<file path="config.mk">
export PLATFORM = sky130hd
export DESIGN_NAME = murmur_style_hash64_stream
export DESIGN_NICKNAME = d
export VERILOG_FILES = /design/src/design/mshash_pkg.sv /design/src/design/murmur_style_hash64_stream.sv /design/src/design/mshash_ctrl.sv /design/src/design/mshash_dp.sv
export VERILOG_INCLUDE_DIRS = /design/src /design/src/design
export SDC_FILE = /design/constraint.sdc
export NUM_CORES = 2
export LEC_CHECK = 0
export BUFFER_PORTS_ARGS = -buffer_cell sky130_fd_sc_hd__buf_2
export CORE_MARGIN = 1.5
export CORE_UTILIZATION = 60
export DETAILED_ROUTE_END_ITERATION = 8
export GPL_TIMING_DRIVEN = 0
export PLACE_DENSITY = 0.78
export SETUP_SLACK_MARGIN = 0.1
export SLEW_MARGIN = 20
export SYNTH_ARGS = -nofsm -noshare
export SYNTH_HDL_FRONTEND = slang
export SYNTH_SLANG_ARGS = --single-unit
export TNS_END_PERCENT = 50
</file>
<file path="constraint.sdc">
create_clock -name clk -period 40.1 [get_ports clk]
set_input_delay 4.01 -clock clk [delete_from_list [all_inputs] [get_ports clk]]
set_output_delay 4.01 -clock clk [all_outputs]
set_load 0.02 [all_outputs]
</file>
<file path="src/design/murmur_style_hash64_stream_macros.svh">
// ----------------------------------------------------------------------------
// murmur_style_hash64_stream_macros
// assertion macros shared by the hash block modules
// ----------------------------------------------------------------------------
`ifndef MURMUR_STYLE_HASH64_STREAM_MACROS_SVH
`define MURMUR_STYLE_HASH64_STREAM_MACROS_SVH

// same-cycle implication
`define MSH_ASSERT_IMP(label, ck, rs, ante, cons, msg) \
  label: assert property (@(posedge ck) disable iff (rs) (ante) |-> (cons)) \
    else $error(msg);

// next-cycle implication
`define MSH_ASSERT_NXT(label, ck, rs, ante, cons, msg) \
  label: assert property (@(posedge ck) disable iff (rs) (ante) |=> (cons)) \
    else $error(msg);

// implication after a fixed number of cycles
`define MSH_ASSERT_DLY(label, ck, rs, ante, n, cons, msg) \
  label: assert property (@(posedge ck) disable iff (rs) (ante) |-> ##n (cons)) \
    else $error(msg);

`endif

</file>
<file path="src/design/mshash_pkg.sv">
// ----------------------------------------------------------------------------
// mshash_pkg
// types, constants and the constant multiplier shared by the hash block
// ----------------------------------------------------------------------------
package mshash_pkg;

  // half of the 64-bit multiplier; both halves are equal
  localparam logic [31:0] MUL_HALF = 32'h5bd1e995;

  localparam int unsigned MIX_SHIFT   = 24;
  localparam int unsigned FIN_SHIFT_A = 13;
  localparam int unsigned FIN_SHIFT_B = 15;

  localparam logic [2:0] FULL_BYTES = 3'd4;

  typedef enum logic [2:0] {
    S_IDLE,
    S_K1,
    S_K2,
    S_HM,
    S_FIN
  } state_t;

  // value fed to the first multiply of a mixing round
  typedef enum logic [1:0] {
    SRC_WORD,
    SRC_ZERO,
    SRC_LEN
  } src_t;

  // multiplier operand select
  typedef enum logic [1:0] {
    OP_SRC,
    OP_KMIX,
    OP_ACC,
    OP_FIN
  } op_t;

  typedef struct packed {
    logic load;
    op_t  op;
    src_t src;
    logic k_we;
    logic acc_we;
    logic fin_we;
  } cmd_t;

  typedef struct packed {
    logic last;
    logic full;
    logic out_free;
  } status_t;

  // x * 0x5bd1e9955bd1e995 modulo 2^64, built from 32-bit products
  function automatic logic [63:0] mul_m(input logic [63:0] x);
    logic [63:0] p_lo;
    logic [63:0] p_cross;
    logic [31:0] s;
    s       = x[31:0] + x[63:32];
    p_lo    = {32'b0, x[31:0]} * {32'b0, MUL_HALF};
    p_cross = {32'b0, s} * {32'b0, MUL_HALF};
    return p_lo + {p_cross[31:0], 32'b0};
  endfunction

endpackage

</file>
<file path="src/design/murmur_style_hash64_stream.sv">
// A plain word is accepted, then takes three passes of the multiplier. A last
// item with 4 bytes adds a zero-tail round and a length round, then the final
// step; with 0 to 3 bytes a length round and the final step follow. No new word
// is taken until its rounds end; the one 64-bit multiplier is used once per cycle.
// Reset (synchronous, rst high): seed, accumulator and length cleared, output empty.
// ----------------------------------------------------------------------------
// murmur_style_hash64_stream
// streaming 64-bit multiplicative hash over 32-bit little-endian words
// ----------------------------------------------------------------------------
module murmur_style_hash64_stream (
  input  logic        clk,
  input  logic        rst,
  input  logic        cfg_we,
  input  logic [63:0] cfg_wdata,
  input  logic        in_valid,
  output logic        in_stall,
  input  logic [31:0] data_word,
  input  logic [2:0]  byte_count,
  input  logic        last,
  output logic        out_valid,
  input  logic        out_stall,
  output logic [63:0] hash_value
);

  mshash_pkg::cmd_t    cmd;
  mshash_pkg::status_t sts;

  // round sequencer
  mshash_ctrl u_ctrl (
    .clk      (clk),
    .rst      (rst),
    .in_valid (in_valid),
    .in_stall (in_stall),
    .sts      (sts),
    .cmd      (cmd)
  );

  // hash datapath
  mshash_dp u_dp (
    .clk        (clk),
    .rst        (rst),
    .cfg_we     (cfg_we),
    .cfg_wdata  (cfg_wdata),
    .data_word  (data_word),
    .byte_count (byte_count),
    .last       (last),
    .cmd        (cmd),
    .out_stall  (out_stall),
    .out_valid  (out_valid),
    .hash_value (hash_value),
    .sts        (sts)
  );

endmodule

</file>
<file path="src/design/mshash_ctrl.sv">
// ----------------------------------------------------------------------------
// mshash_ctrl
// sequencer for the mixing rounds and the final step of the hash
// ----------------------------------------------------------------------------
`include "murmur_style_hash64_stream_macros.svh"

module mshash_ctrl (
  input  logic                clk,
  input  logic                rst,
  input  logic                in_valid,
  output logic                in_stall,
  input  mshash_pkg::status_t sts,
  output mshash_pkg::cmd_t    cmd
);

  mshash_pkg::state_t state, state_next;
  mshash_pkg::src_t   src, src_next;

  // state and round source registers
  always_ff @(posedge clk) begin
    if (rst) begin
      state <= mshash_pkg::S_IDLE;
      src   <= mshash_pkg::SRC_WORD;
    end else begin
      state <= state_next;
      src   <= src_next;
    end
  end

  // next state and datapath commands
  always_comb begin
    state_next = state;
    src_next   = src;
    in_stall   = 1'b1;
    cmd        = '{load: 1'b0, op: mshash_pkg::OP_SRC, src: src,
                   k_we: 1'b0, acc_we: 1'b0, fin_we: 1'b0};
    case (state)
      mshash_pkg::S_IDLE: begin
        in_stall = 1'b0;
        if (in_valid) begin
          cmd.load   = 1'b1;
          src_next   = mshash_pkg::SRC_WORD;
          state_next = mshash_pkg::S_K1;
        end
      end
      mshash_pkg::S_K1: begin
        cmd.op     = mshash_pkg::OP_SRC;
        cmd.k_we   = 1'b1;
        state_next = mshash_pkg::S_K2;
      end
      mshash_pkg::S_K2: begin
        cmd.op     = mshash_pkg::OP_KMIX;
        cmd.k_we   = 1'b1;
        state_next = mshash_pkg::S_HM;
      end
      mshash_pkg::S_HM: begin
        cmd.op     = mshash_pkg::OP_ACC;
        cmd.acc_we = 1'b1;
        if (!sts.last) begin
          state_next = mshash_pkg::S_IDLE;
        end else begin
          // last word: zero-tail round if the word was full, length round, then finish
          case (src)
            mshash_pkg::SRC_WORD: begin
              src_next   = sts.full ? mshash_pkg::SRC_ZERO : mshash_pkg::SRC_LEN;
              state_next = mshash_pkg::S_K1;
            end
            mshash_pkg::SRC_ZERO: begin
              src_next   = mshash_pkg::SRC_LEN;
              state_next = mshash_pkg::S_K1;
            end
            default: begin
              state_next = mshash_pkg::S_FIN;
            end
          endcase
        end
      end
      mshash_pkg::S_FIN: begin
        cmd.op = mshash_pkg::OP_FIN;
        if (sts.out_free) begin
          cmd.fin_we = 1'b1;
          state_next = mshash_pkg::S_IDLE;
        end
      end
      default: begin
        state_next = mshash_pkg::S_IDLE;
      end
    endcase
  end

  // after accept, the first round passes through S_K1 and S_K2 to the accumulator multiply
  `MSH_ASSERT_DLY(a_word_cycles, clk, rst, cmd.load, 3, state == mshash_pkg::S_HM, "word round length wrong")
  `MSH_ASSERT_NXT(a_load_starts, clk, rst, cmd.load, state == mshash_pkg::S_K1 && src == mshash_pkg::SRC_WORD, "round did not start on word")
  `MSH_ASSERT_IMP(a_fin_free, clk, rst, cmd.fin_we, sts.out_free && state == mshash_pkg::S_FIN, "result written while output busy")

endmodule

</file>
<file path="src/design/mshash_dp.sv">
// ----------------------------------------------------------------------------
// mshash_dp
// accumulator, length counter, shared constant multiplier and output register
// ----------------------------------------------------------------------------
`include "murmur_style_hash64_stream_macros.svh"

module mshash_dp (
  input  logic                clk,
  input  logic                rst,
  input  logic                cfg_we,
  input  logic [63:0]         cfg_wdata,
  input  logic [31:0]         data_word,
  input  logic [2:0]          byte_count,
  input  logic                last,
  input  mshash_pkg::cmd_t    cmd,
  input  logic                out_stall,
  output logic                out_valid,
  output logic [63:0]         hash_value,
  output mshash_pkg::status_t sts
);

  logic [63:0] seed;
  logic [63:0] acc;
  logic [63:0] len;
  logic [31:0] kin;
  logic [63:0] k;
  logic        last_r;
  logic        full_r;

  logic [2:0]  cnt_sat;
  logic [31:0] kin_next;
  logic [2:0]  len_add;
  logic        full_next;
  logic [63:0] operand;
  logic [63:0] prod;
  logic        out_free;

  // byte count of the incoming word, saturated, and the masked tail
  always_comb begin
    cnt_sat = (byte_count > mshash_pkg::FULL_BYTES) ? mshash_pkg::FULL_BYTES : byte_count;
    case (cnt_sat)
      3'd0:    kin_next = 32'b0;
      3'd1:    kin_next = {24'b0, data_word[7:0]};
      3'd2:    kin_next = {16'b0, data_word[15:0]};
      3'd3:    kin_next = {8'b0, data_word[23:0]};
      default: kin_next = data_word;
    endcase
    if (!last) begin
      kin_next = data_word;
    end
    full_next = !last || (cnt_sat == mshash_pkg::FULL_BYTES);
    len_add   = last ? cnt_sat : mshash_pkg::FULL_BYTES;
  end

  // operand select for the shared multiplier
  always_comb begin
    case (cmd.op)
      mshash_pkg::OP_SRC: begin
        case (cmd.src)
          mshash_pkg::SRC_WORD: operand = {32'b0, kin};
          mshash_pkg::SRC_LEN:  operand = len;
          default:              operand = 64'b0;
        endcase
      end
      mshash_pkg::OP_KMIX: operand = k ^ (k >> mshash_pkg::MIX_SHIFT);
      mshash_pkg::OP_ACC:  operand = acc;
      default:             operand = acc ^ (acc >> mshash_pkg::FIN_SHIFT_A);
    endcase
    prod = mshash_pkg::mul_m(operand);
  end

  assign out_free     = !out_valid || !out_stall;
  assign sts.last     = last_r;
  assign sts.full     = full_r;
  assign sts.out_free = out_free;

  // control state: seed, accumulator, length count, output valid
  always_ff @(posedge clk) begin
    if (rst) begin
      seed      <= 64'b0;
      acc       <= 64'b0;
      len       <= 64'b0;
      out_valid <= 1'b0;
    end else begin
      if (out_valid && !out_stall) begin
        out_valid <= 1'b0;
      end
      if (cmd.load) begin
        len <= len + {61'b0, len_add};
      end
      if (cmd.acc_we) begin
        acc <= prod ^ k;
      end
      if (cmd.fin_we) begin
        acc       <= seed;
        len       <= 64'b0;
        out_valid <= 1'b1;
      end
      // seed write reloads the accumulator between messages
      if (cfg_we) begin
        seed <= cfg_wdata;
        if (len == 64'b0) begin
          acc <= cfg_wdata;
        end
      end
    end
  end

  // payload registers
  always_ff @(posedge clk) begin
    if (cmd.load) begin
      kin    <= kin_next;
      last_r <= last;
      full_r <= full_next;
    end
    if (cmd.k_we) begin
      k <= prod;
    end
    if (cmd.fin_we) begin
      hash_value <= prod ^ (prod >> mshash_pkg::FIN_SHIFT_B);
    end
  end

  `MSH_ASSERT_NXT(a_fin_clears_len, clk, rst, cmd.fin_we, len == 64'b0, "length not cleared after result")
  `MSH_ASSERT_IMP(a_out_from_fin, clk, rst, $rose(out_valid), $past(cmd.fin_we), "output valid without a result")

endmodule

</file>
Word level (Yosys, flattened, before mapping)
Index checks and enable logic that the tools add are counted.
Word-level totals
  flip-flop bits (word level): 360
  input bits: 105
  output and inout bits: 66
  word-level logic and storage cells: 85
Operators by class
  add/sub/neg operators: 3
  multipliers: 2
  order comparisons: 1
  equal/unequal tests: 16
  muxes and demuxes: 30
  bitwise gates (word level): 4
  reduce and logical (&&, ||, !) cells: 18
Operators by type and width (count)
  $mux W64: 4
  $pmux W64 S3: 1
  $pmux W32 S4: 1
  $pmux W64 S2: 1
  $add A63 B64 Y64: 1
  $add A64 B3 Y64: 1
  $logic_not A64 Y1: 1
  $xor A64 B40 Y64: 1
  $xor A64 B49 Y64: 1
  $xor A64 B51 Y64: 1
  $xor A64 B64 Y64: 1
  $mul A32 B31 Y63 const B: 1
  $add A32 B32 Y32: 1
  $mul A32 B31 Y32 const B: 1
  $mux W32: 1
  $mux W3: 6
  $pmux W3 S5: 1
  $eq A3 B2 Y1 const B: 4
  $mux W1: 9
  $pmux W2 S2: 2
  $eq A3 B1 Y1 const B: 2
  $eq A3 B3 Y1 const B: 2
  $logic_not A3 Y1: 2
  $mux W2: 3
  other kinds (15): 25

Depth between registers and ports, before layout
  depth after elaboration: 12
  depth in mapped cells: 60
  gate-level depth less buffers: 58

By module
From an unflattened synthesis, not the netlist that was laid out.
Unflattened totals
  cell total of the unflattened synthesis: 4857
  area, all modules: 47110.2 sq um
Modules (own cells, without submodules)
  mshash_dp: times used 1, cells each 4817, area each 46777.4 sq um, sequential area each 8728.4 sq um
  mshash_ctrl: times used 1, cells each 40, area each 332.8 sq um, sequential area each 100.1 sq um

Worst setup path before layout
No wires, ideal clock.
  path type: register to register
  start: register u_ctrl.state[0]
  end: register u_dp.acc[63]
  setup time: 0.091 ns
  arrival time: 12.952 ns
  slack: 27.057 ns
  stages on the path, launching flop included: 54
  buffers on the path: 2
  period minus slack after synthesis: 13.043 ns
  path through: dfxtp_1 buf_6 or3b_4 clkbuf_1 o221ai_1 o21ai_0 inv_1 ha_1 inv_1 fa_1 nand2b_1 a211oi_1 a2111oi_4 o211ai_2 o21a_1 and2_1 o21ai_0 nand2b_1 (+18 left out) a211oi_1 fa_1 inv_1 ha_1 ha_1 xor2_1 xnor2_1 xnor2_1 xnor2_1 xnor2_1 xnor2_1 xnor3_1 xnor3_1 xor2_1 xnor3_1 xnor3_2 xnor2_1 a311oi_1
Between the ends
  cells in the longest elaborated chain, start to end: 12
Ends and longest elaborated chain
  start: declaration: RTL line mshash_ctrl.sv:16  | mshash_pkg::state_t state, state_next;
  start signal: assignment: RTL line mshash_ctrl.sv:22  | state <= mshash_pkg::S_IDLE;
  start signal: assignment: RTL line mshash_ctrl.sv:25  | state <= state_next;
  $eq A3 B3 Y1 / $eq A3 B2 Y1 (equally long branches): RTL line mshash_ctrl.sv:37  | case (state)
  $pmux W2 S3 (*): RTL line mshash_ctrl.sv:37
  $eq A2 B2 Y1, or another cell as far along: RTL line mshash_dp.sv:57  | case (cmd.op)
  $pmux W64 S3 (*): RTL line mshash_dp.sv:57
  net u_dp.operand[0]: RTL line mshash_dp.sv:34  | logic [63:0] operand;
  $add A32 B32 Y32: RTL line mshash_pkg.sv:59  | s = x[31:0] + x[63:32];
  $mul A32 B31 Y32: RTL line mshash_pkg.sv:61  | p_cross = {32'b0, s} * {32'b0, MUL_HALF};
  $add A63 B64 Y64 (*): RTL line mshash_pkg.sv:62  | return p_lo + {p_cross[31:0], 32'b0};
  net u_dp.prod[63]: RTL line mshash_dp.sv:35  | logic [63:0] prod;
  $xor A64 B64 Y64 (*): RTL line mshash_dp.sv:92  | acc <= prod ^ k;
  $mux W64 (*): RTL line mshash_dp.sv:91  | if (cmd.acc_we) begin
  $mux W64 (*): RTL line mshash_dp.sv:94  | if (cmd.fin_we) begin
  $mux W64: RTL line mshash_dp.sv:102  | if (len == 64'b0) begin
  $mux W64 (*): RTL line mshash_dp.sv:100  | if (cfg_we) begin
  end signal: assignment: RTL line mshash_dp.sv:92
  end signal: assignment: RTL line mshash_dp.sv:103  | acc <= cfg_wdata;
  end: declaration: RTL line mshash_dp.sv:23  | logic [63:0] acc;
The timed path passes the listed nets; every way through them passes the cells marked *.
A chain may end at the register's enable or synchronous reset.

Worst setup path in the final report
  start: register u_ctrl.state[0]
  end: register u_dp.acc[63]
Between the ends
  cells in the longest elaborated chain, start to end: 12
Ends and longest elaborated chain (RTL line)
  $eq A3 B3 Y1 / $eq A3 B2 Y1 (equally long branches): mshash_ctrl.sv:37
  $pmux W2 S3 (*): mshash_ctrl.sv:37
  $eq A2 B2 Y1, or another cell as far along: mshash_dp.sv:57
  $pmux W64 S3 (*): mshash_dp.sv:57
  $add A32 B32 Y32: mshash_pkg.sv:59
  $mul A32 B31 Y32: mshash_pkg.sv:61
  $add A63 B64 Y64 (*): mshash_pkg.sv:62
  net u_dp.prod[63]: mshash_dp.sv:35
  $xor A64 B64 Y64 (*): mshash_dp.sv:92
  $mux W64 (*): mshash_dp.sv:91
  $mux W64 (*): mshash_dp.sv:94
  $mux W64: mshash_dp.sv:102
  $mux W64 (*): mshash_dp.sv:100
Marked as above.

==> impl_metrics.json <==
{
  "syn_area_sq_um": 47500,
  "rsz0062_at_grt": "no",
  "crit_arrival_ns": 17.37,
  "layout-drive-gt1-share": 0.0642,
  "io_pins": 171,
  "cts_resized": 0,
  "start_util": 0.604,
  "worstSetupPathType": "flip-flop to flip-flop",
  "first_global_vias": 37800,
  "cp_slowest_stage_delay_ns": 1.03,
  "cts_buffer_depth": 3,
  "timing.final.crit_share": 0.422,
  "worstPathRequired_ns": 40.54,
  "worst_slack_ns": 23.18,
  "numCtsBuffers": 37,
  "r2r_start": "u_ctrl.state[0]",
  "wl_per_cell_microns": 24.9,
  "cts_tree": "yes",
  "yosys_warnings": 0,
  "syn_nets": 6289,
  "met1_length_microns": 58600,
  "core_sq_um": 78700,
  "fin_nets": 6518,
  "postSynthAreaPerCell_sq_um": 9.70,
  "ys.flop_type": "dfxtp_1",
  "postSynthCellCount": 4898,
  "postRouteAntennaNets": 0,
  "antenna_found_initial": 3,
  "cts.hold.buffers_added": 0,
  "cpMostUsedCell": "fa_1",
  "num_vias": 37300,
  "crit_path_end_kind": "flip-flop",
  "fin_skew_ns": 0.0426,
  "hold_path_depth": 2,
  "synth_edf_count": 162,
  "top_layer_used": "met4",
  "r2r_cells": 53,
  "die-area_sq_um": 80900,
  "path_clk_slew_ns": 0.07,
  "firstDrtPassIters": 9,
  "initialDrtViolationCount": 3828,
  "worstPathMaxFanout": 11,
  "route.detailed.drc": 0,
  "setup_viol_count_final": 0,
  "cts_sinks": 360,
  "final_core_util": 0.653,
  "pre_cts_ws_ns": 23.43,
  "relSlewSlack": 0.159,
  "place.gp.congestion": 1.04,
  "r2r_slack_ns": 23.18,
  "final_cell_mix": "1085 x inv_1, 647 x ha_1, 639 x fa_1, 351 x nor2_1, 234 x xnor2_1",
  "reg2reg_to": "u_dp.acc[63]",
  "synth-seq-area-share": 0.186,
  "area_growth_pct": 8.18,
  "status": "complete, no violations",
  "min-delay-start": "u_dp.seed[45]",
  "mostFrequentLayoutCell": "inv_1",
  "cap_violations": 0,
  "ys_ff_latch": 360,
  "holdCritPathClass": "flip-flop to flip-flop",
  "setup_tns_ns": 0,
  "die_width_microns": 284,
  "vias_per_cell": 6.00,
  "period_minus_slack_ns": 16.92,
  "placed_area_sq_um": 50200,
  "grt_util_all_layers": 0.384,
  "rows": 103,
  "route.met2.wl_microns": 68700,
  "synthDistinctLibCells": 89,
  "grt_overflow": 0,
  "design_area_sq_um": 51400,
  "async_reset_ff_frac": 0,
  "h-tree-depth": 2,
  "grt_max_degree": 43,
  "post-dp-hpwl_microns": 129000,
  "hold_violations": 0,
  "cp-start-kind": "flip-flop",
  "fillers": 6305,
  "post-cts-setup-buffer-count": 0,
  "fmax_mhz": 59.1,
  "dr_wl_met3_microns": 17800,
  "worstHoldEndpoint": "u_dp.acc[45]",
  "wl_microns": 155000,
  "io_buffers": 169,
  "worst_pin_slew_ns": 1.25,
  "clk_latency_ns": 0.57,
  "maxSlewViolCount": 0,
  "grt_pass1_wl_microns": 230000,
  "root_buffer": "clkbuf_16",
  "die_h_microns": 284,
  "cpMaxStageDelayCell": "o41ai_1"
}
## layout make-up
type	count	area, sq um	share of cell area
Antenna cell	3	7.51	0.000146
Buffer	139	542	0.0105
Clock buffer	47	1020	0.0199
Clock inverter	21	196	0.00382
Inverter	1089	4090	0.0795
Multi-Input combinational cell	3310	34300	0.667
Sequential cell	360	8830	0.172
Tap cell	1050	1310	0.0256
Timing Repair Buffer	190	1140	0.0223
## layer usage
layer,global-route usage,up-vias
met5,0,-
met4,0.192,0
met3,0.0917,518
met2,0.599,2109
met1,0.502,18400
li1,-,16300
## worst max path at each step
stage / startpoint / slack, ns / end / cells after the start
4_1_cts: u_ctrl.state[0] / 23.32 / u_dp.acc[63] / 53
5_1_grt: u_ctrl.state[0] / 22.88 / u_dp.acc[63] / 53
6_report: u_ctrl.state[0] / 23.18 / u_dp.acc[63] / 53
3_5_place_dp: u_ctrl.state[0] / 23.43 / u_dp.acc[63] / 53
3_3_place_gp: u_ctrl.state[0] / 23.19 / u_dp.hash_value[48] / 48
2_1_floorplan: u_ctrl.state[0] / 27.06 / u_dp.acc[63] / 53
## cells by family after synthesis
| kind of cell | share of synthesized area |
|---|---|
| fa+ha+maj | 0.440 |
| buf+inv | 0.0973 |
| simple gates | 0.0805 |
| compound gates | 0.0952 |
| xor+xnor | 0.0781 |
| flops | 0.186 |
| mux | 0.0235 |
## critical path: cells and delay by family (launching register included)
| kind | cells | cell delay (ns) |
|---|---|---|
| fa+ha+maj | 13 | 5.43 |
| compound gates | 11 | 4.48 |
| xor+xnor | 13 | 3.45 |
| buf+inv | 9 | 1.94 |
| simple gates | 6 | 0.98 |
| flops | 1 | 0.34 |
| mux | 1 | 0.14 |
## state kept, by name, indices dropped and copies added (netlist names)
name,count
u_ctrl.src,2
u_ctrl.state,3
u_dp.acc,64
u_dp.full_r,1
u_dp.hash_value,64
u_dp.k,64
u_dp.kin,32
u_dp.last_r,1
u_dp.len,64
u_dp.out_valid,1
u_dp.seed,64
## synth_stat cells, drive strengths merged, types with 28 or more instances
master	instances	area, sq um
a21oi	191	967
dfxtp	198	3960
xnor2	248	2180
a21o	65	495
and2	35	219
a211oi	105	801
o21a	39	293
ha	647	8100
nand2	147	552
edfxtp	162	4860
fa	639	12800
o21ai	106	531
nor3	74	375
clkbuf	113	425
nor2	356	1350
nand3	49	250
inv	1088	4080
o22ai	28	175
nor2b	32	200
mux2i	97	971
xor2	154	1350
## metrics by stage
stage / hold slack (ns) / instances
final: 0.482 / 6209
after global routing: 0.499 / 6206
after CTS: 0.483 / 6206
after detailed placement: 0.477 / 6138
after global placement: 0.471 / 6117
after floorplan: 0.452 / 4898
Power is left out: the tool's default activity adds up to more than one toggle a clock period on the data nets, which glitch-free logic cannot reach.
